<file path="config.mk">
export PLATFORM = sky130hd
export DESIGN_NAME = ntt_mulmod
export DESIGN_NICKNAME = d
export VERILOG_FILES = /design/src/rtl/ntt_pkg.sv /design/src/rtl/ntt_mulmod.sv
export SDC_FILE = /design/constraint.sdc
export NUM_CORES = 2
export LEC_CHECK = 0
export BUFFER_PORTS_ARGS = -buffer_cell sky130_fd_sc_hd__buf_2
export CORE_ASPECT_RATIO = 1.4
export CORE_MARGIN = 10
export CORE_UTILIZATION = 65
export CTS_BUF_LIST = sky130_fd_sc_hd__clkbuf_8
export DETAILED_ROUTE_END_ITERATION = 7
export PLACE_DENSITY = 0.81
export SETUP_SLACK_MARGIN = 0.3
export SYNTH_ARGS = -nofsm -noshare
export SYNTH_HDL_FRONTEND = slang
export SYNTH_SLANG_ARGS = --single-unit
</file>
<file path="constraint.sdc">
create_clock -name clk -period 21.8 [get_ports clk]
set_clock_uncertainty 0.1 [all_clocks]
set_input_delay 4.36 -clock clk [delete_from_list [all_inputs] [get_ports clk]]
set_output_delay 4.36 -clock clk [all_outputs]
set_load 0.02 [all_outputs]
</file>
<file path="src/rtl/ntt_pkg.sv">
// ntt_pkg: shared types, constants and modular helpers for the ntt core
// no dependencies; imported by every other file of the block except ntt_buf
package ntt_pkg;

	localparam int NTT_LOG_MAX_DEFAULT = 12;
	localparam int NTT_W = 30;

	// prime modulus and barrett constant floor(2^60 / p)
	localparam logic [NTT_W-1:0] NTT_P = 30'd998244353;
	localparam logic [63:0] NTT_MU_WIDE = 64'h1000_0000_0000_0000 / 64'd998244353;
	localparam logic [30:0] NTT_MU = NTT_MU_WIDE[30:0];

	// primitive 2^23-th root of unity (3^119), its inverse, and 1/2
	localparam int NTT_ROOT_LOG = 23;
	localparam logic [NTT_W-1:0] NTT_ROOT_FWD = 30'd15311432;
	localparam logic [NTT_W-1:0] NTT_ROOT_INV = 30'd469870224;
	localparam logic [NTT_W-1:0] NTT_INV2 = 30'd499122177;

	// register reset values and command codes
	localparam logic [3:0] NTT_LOG_LEN_RESET = 4'd12;
	localparam logic CMD_LOAD = 1'b0;
	localparam logic CMD_READ = 1'b1;
	localparam logic CFG_LOG_LENGTH = 1'b0;
	localparam logic CFG_INVERSE = 1'b1;

	typedef struct packed {
		logic command;
		logic [NTT_W-1:0] sample;
		logic final_sample;
	} in_item_t;

	typedef struct packed {
		logic [NTT_W-1:0] element;
		logic final_element;
	} out_item_t;

	typedef struct packed {
		logic index;
		logic [3:0] value;
	} cfg_req_t;

	// request to and answer from the shared modular multiplier
	typedef struct packed {
		logic start;
		logic [NTT_W-1:0] a;
		logic [NTT_W-1:0] b;
	} mm_req_t;

	typedef struct packed {
		logic done;
		logic [NTT_W-1:0] res;
	} mm_rsp_t;

	function automatic logic [NTT_W-1:0] mod_add(input logic [NTT_W-1:0] a,
			input logic [NTT_W-1:0] b);
		logic [NTT_W:0] s;
		s = {1'b0, a} + {1'b0, b};
		if (s >= {1'b0, NTT_P}) s = s - {1'b0, NTT_P};
		return s[NTT_W-1:0];
	endfunction

	function automatic logic [NTT_W-1:0] mod_sub(input logic [NTT_W-1:0] a,
			input logic [NTT_W-1:0] b);
		logic [NTT_W:0] s;
		if (a >= b) s = {1'b0, a} - {1'b0, b};
		else s = {1'b0, a} + {1'b0, NTT_P} - {1'b0, b};
		return s[NTT_W-1:0];
	endfunction

endpackage

</file>
<file path="src/rtl/ntt_mulmod.sv">
// ntt_mulmod: shared multi-cycle modular multiplier, barrett reduction
// one 31x31 multiplier reused for product, quotient estimate and q*p
module ntt_mulmod import ntt_pkg::*; (
	input logic clk,
	input logic arst_n,
	input mm_req_t req,
	output mm_rsp_t rsp
);

	logic [3:0] step_q;
	logic [30:0] x_q, y_q;
	logic [61:0] mul_q;
	logic [31:0] lo_q, r_q;
	logic [NTT_W-1:0] res_q;
	logic done_q;

	// the single multiplier, registered every cycle
	always_ff @(posedge clk) begin
		mul_q <= x_q * y_q;
	end

	// operand sequencing and final correction
	always_ff @(posedge clk or negedge arst_n) begin
		if (!arst_n) begin
			step_q <= 4'd0;
			done_q <= 1'b0;
		end else begin
			done_q <= 1'b0;
			case (step_q)
				4'd0: begin
					if (req.start) begin
						x_q <= {1'b0, req.a};
						y_q <= {1'b0, req.b};
						step_q <= 4'd1;
					end
				end
				4'd2: begin
					lo_q <= mul_q[31:0];
					x_q <= mul_q[59:29];
					y_q <= NTT_MU;
					step_q <= 4'd3;
				end
				4'd4: begin
					x_q <= mul_q[61:31];
					y_q <= {1'b0, NTT_P};
					step_q <= 4'd5;
				end
				4'd6: begin
					r_q <= lo_q - mul_q[31:0];
					step_q <= 4'd7;
				end
				4'd7: begin
					if (r_q >= {2'b0, NTT_P}) r_q <= r_q - {2'b0, NTT_P};
					step_q <= 4'd8;
				end
				4'd8: begin
					res_q <= (r_q >= {2'b0, NTT_P}) ? NTT_W'(r_q - {2'b0, NTT_P})
						: r_q[NTT_W-1:0];
					done_q <= 1'b1;
					step_q <= 4'd0;
				end
				default: begin
					step_q <= step_q + 4'd1;
				end
			endcase
		end
	end

	assign rsp.done = done_q;
	assign rsp.res = res_q;

endmodule

</file>
After elaboration in Yosys (flattened, before gate mapping) --
Cells that the tools add are included. Widths: inputs -> output; s select.
Cells by class: multipliers 1, $add $sub $neg 3, eq/ne operators 7, muxes and demuxes 10, reductions and logical operators 7, $lt $le $gt $ge 1
Operator list (count):
- $pmux 31 s3 | 2
- $pmux 32 s2 | 1
- $mul 31x31->62 | 1
- $mux 31 | 2
- $ge 32x30->1 const B | 1
- $mux 32 | 1
- $sub 32x30->32 const B | 1
- $sub 32x32->32 | 1
- $mux 30 | 1
- $pmux 4 s6 | 1
- $eq 4x3->1 const B | 3
- $reduce_and 3->1 | 2
- $add 4x1->4 const B | 1
- $eq 4x2->1 const B | 1
- $eq 4x4->1 const B | 1
- $logic_not 4->1 | 1
- $mux 4 | 1
- $ne 2x2->1 const B | 2
- $reduce_and 2->1 | 2
- $reduce_bool 3->1 | 1
- $reduce_bool 2->1 | 1
- $mux 1 | 1
Word-level totals: flip-flop bits (word level) 223, bits of input ports 63

Depth between registers and ports, before layout --
depth after elaboration 3, mapped depth 29, mapped depth without buffers 28

Worst setup path after synthesis --
No wires, ideal clock.
kind input port to flip-flop, start point input req[60] (netlist bit), end point register x_q[0] (enable), path slack 12.179 ns, path buffers 0, cell stages on the path 2, data arrival time 8.950 ns, cell sequence o22ai_1 nor3b_1
On the way: word-level cells in the longest chain between the ends 2
RTL lines:
- from (decl) | RTL line ntt_mulmod.sv:6 | input mm_req_t req,
- $ne 2x2->1 (no source line)
- $reduce_and 3->1 (no source line)
- to (signal assigned) | RTL line ntt_mulmod.sv:32 | x_q <= {1'b0, req.a};
- to (signal assigned) | RTL line ntt_mulmod.sv:39 | x_q <= mul_q[59:29];
- to (signal assigned) | RTL line ntt_mulmod.sv:44 | x_q <= mul_q[61:31];
- to (decl) | RTL line ntt_mulmod.sv:11 | logic [30:0] x_q, y_q;
No other way between the ends. A chain may end at the register's enable or synchronous reset.

Final worst setup path --
start point register y_q[8], end point register mul_q[58]
On the way: word-level cells in the longest chain between the ends 1
RTL lines:
- from (decl) | RTL line ntt_mulmod.sv:11
- from (signal assigned) | RTL line ntt_mulmod.sv:33 | y_q <= {1'b0, req.b};
- from (signal assigned) | RTL line ntt_mulmod.sv:45 | y_q <= {1'b0, NTT_P};
- $mul 31x31->62 | RTL line ntt_mulmod.sv:19 | mul_q <= x_q * y_q;
- to (signal assigned) | RTL line ntt_mulmod.sv:19
- to (decl) | RTL line ntt_mulmod.sv:12 | logic [61:0] mul_q;
No other way between the ends.

==> metrics.txt <==
status=finished with violations; failing checks=DRC; cts bufs inserted=36; area leader, netlist=fa_1; largest net degree at the start of global routing=63; Total GRT Usage=32.4%; commonest non-fill, non-tap cell in the layout=inv_1; number of synthesized flops with an enable pin=roughly 160; Worst path slowest cell=edfxtp_1; final hold violations=0; CP max FO=31; critical-path cell list=and2_1 > fa_1 > fa_1 > inv_1 > fa_1 > fa_1 > inv_1 > fa_1 > fa_1 > fa_1 > inv_1 > fa_1 > inv_1 > ha_1 > a21oi_1 > o21ai_0 > or4b_2 > a311oi_1 > nor4_1 > o21ai_0 > o21ai_0 > a221oi_1 > xnor2_1; crit path DAT=9.90 ns; clock buffer depth=3; Reg2Reg Depth=23; Yosys cell types=71; nets@finish=roughly 5,500; Syn Nets=5,507; DRT Pass-1 Iters=8; effective utilization at floorplan=about two thirds; Min-Delay Startpoint=mul_q[2]; Crit path top cell by count=fa_1; Sink Count=around 220; total detailed-routing wirelength=115,000 um; r2r setup slk=around 12 ns; final max-slew violation count=0; vias in the first global route=33,700; Reg-to-Reg End=mul_q[58]; post-route clock period utilization=43.4%; cell area after synthesis=between 40,000 and 50,000 um^2; worst hold slack=0.325 ns; Slew @ Worst Pin=roughly 1.3 ns; Synth top area share=around two fifths; Worst path max stage delay=roughly 1.2 ns; crit path time final=~9.5 ns; detailed-route DRC error count=2; CP Buf/Inv Count=4; grt ovf=0; Max Freq=106 MHz; buffers added on ports=between 90 and 100; Final setup viols=0; final std cell area, no fill=~43,000 um^2; mean post-synth cell area=~9.5 um^2; predominant post-synthesis flop cell=edfxtp_1; reg2reg start=y_q[8]; die width=approximately 230 um; Via density=5.97; standard-cell rows=approximately 110; Yosys reg bits=223; H-tree depth=2; die area=around 74,000 um^2; worst min path class=flop to flop; layout cells sized above 1=under 10%; CORE AREA=62,300 um^2; dpl cell area=between 40,000 and 50,000 um^2; GPL Wtd Cong=0.983; synth warn=0; Gates resized, CTS repair=0; cts hold-fix bufs=0; worst skew pair latency=0.62 ns; Post-synth ARST share=2.24%; WL/cell=approximately 22 um; commonest non-fill, non-tap cells in the layout=839 x inv_1, 838 x fa_1, 618 x nand2_1; initial antenna violation count=6; register area share after synthesis=about 15%; Worst Path Required=roughly 22 ns; DR vias=30,700; Worst Hold Depth=0; Post-CTS Setup Bufs=0; crit end category=flop; Final ANT Viol Nets=0; RSZ-0062 raised after global routing=false; overall die height=around 320 um; Post-Syn Instances=~4,300; CP top delay family=adder cells; Synth-to-Final Area Change=4.55%; Critical Path Start Type=flop; Iteration-0 DRC Markers=2,264; Max Cap Viol=0; TritonCTS clock tree=yes; hpwl dp=around 88,000 um; Hold Crit Endpoint=lo_q[2]; CTS clk-pin slew, worst paths=around 0.09 ns; CTS root buffer=clkbuf_8; Setup Crit Path Kind=flop to flop; first-pass GRT wire length=between 150,000 and 200,000 um; dominant cells by area after synthesis=fa_1 41%, edfxtp_1 11%, ha_1 8.9%; setup TNS=0 ns; # IOs=94; Max-slew headroom=a little over an eighth
## worst register-to-register path, delay by kind of cell, from the launching register on
kind / cells / cell delay, ns
xor gates and xnor gates: 1 / 0.15
AOI/OAI and AO/OA: 6 / 2.17
adders and majority gates: 9 / 4.32
buffers and inverters: 4 / 0.21
DFF: 1 / 1.21
and+or+nand+nor: 3 / 1.24
## metal layers
layer	vias up	GRT usage [%]	routed length [um]
li1	13000	-	-
met1	15500	32.1	35200
met2	1567	57.5	59900
met3	630	5.41	8430
met4	2	29.0	12000
met5	-	0	13
## cell type report
| class | instances | area, um^2 |
|---|---|---|
| Multi-Input combinational cell | 3034 | 31000 |
| Sequential cell | 223 | 6050 |
| Tap cell | 825 | 1030 |
| Antenna cell | 4 | 10.0 |
| Timing Repair Buffer | 161 | 976 |
| Inverter | 828 | 3110 |
| Clock buffer | 40 | 551 |
| Clock inverter | 25 | 158 |
| Fill cell | 4761 | 19400 |
## cell families (layout without fill, tap and decap cells)
kind of cell	after synthesis	in the layout	share of synthesized area [%]
DFF	223	223	14.8
adders and majority gates	1129	1129	49.8
muxes	4	4	0.104
and+or+nand+nor	1400	1400	17.0
other	0	4	0
xor gates and xnor gates	142	142	3.03
AOI/OAI and AO/OA	359	359	5.58
buffers and inverters	1058	1054	9.72
## worst max path at each step
stage	startpoint	to	slack [ns]	cells after the start
5_1_grt	y_q[8]	mul_q[58]	12.07	23
3_5_place_dp	y_q[8]	mul_q[58]	12.68	23
6_report	y_q[8]	mul_q[58]	12.35	23
4_1_cts	y_q[8]	mul_q[58]	12.67	23
2_1_floorplan	req[60]	x_q[0]	12.18	2
3_3_place_gp	y_q[8]	mul_q[58]	12.82	23
## Yosys cell counts, types with 51 or more instances
cell and number:
dfxtp_1 62, clkbuf_1 225, ha_1 291, inv_1 827, xor2_1 61, edfxtp_1 156, and2_1 510, fa_1 838
a21o_1 51, xnor2_1 81, o21ai_0 68, nor2_1 94, a21oi_1 111, nand2_1 618
## sequential cells by signal, indices dropped and copies added (netlist names)
signal	cells
done_q	1
step_q	4
mul_q	62
y_q	31
lo_q	32
r_q	32
x_q	31
res_q	30
## through the flow
| step | util (%) | cells | worst slack, ns |
|---|---|---|---|
| 6_report | 68.8 | 5140 | 12.35 |
| 3_3_place_gp | 67.7 | 5071 | 12.82 |
| 4_1_cts | 68.8 | 5136 | 12.67 |
| 3_5_place_dp | 67.7 | 5071 | 12.68 |
| 5_1_grt | 68.8 | 5137 | 12.07 |
| 2_1_floorplan | - | 4315 | 12.18 |
Power is left out: the tool's default activity adds up to more than one toggle a clock period on the data nets, which glitch-free logic cannot reach.
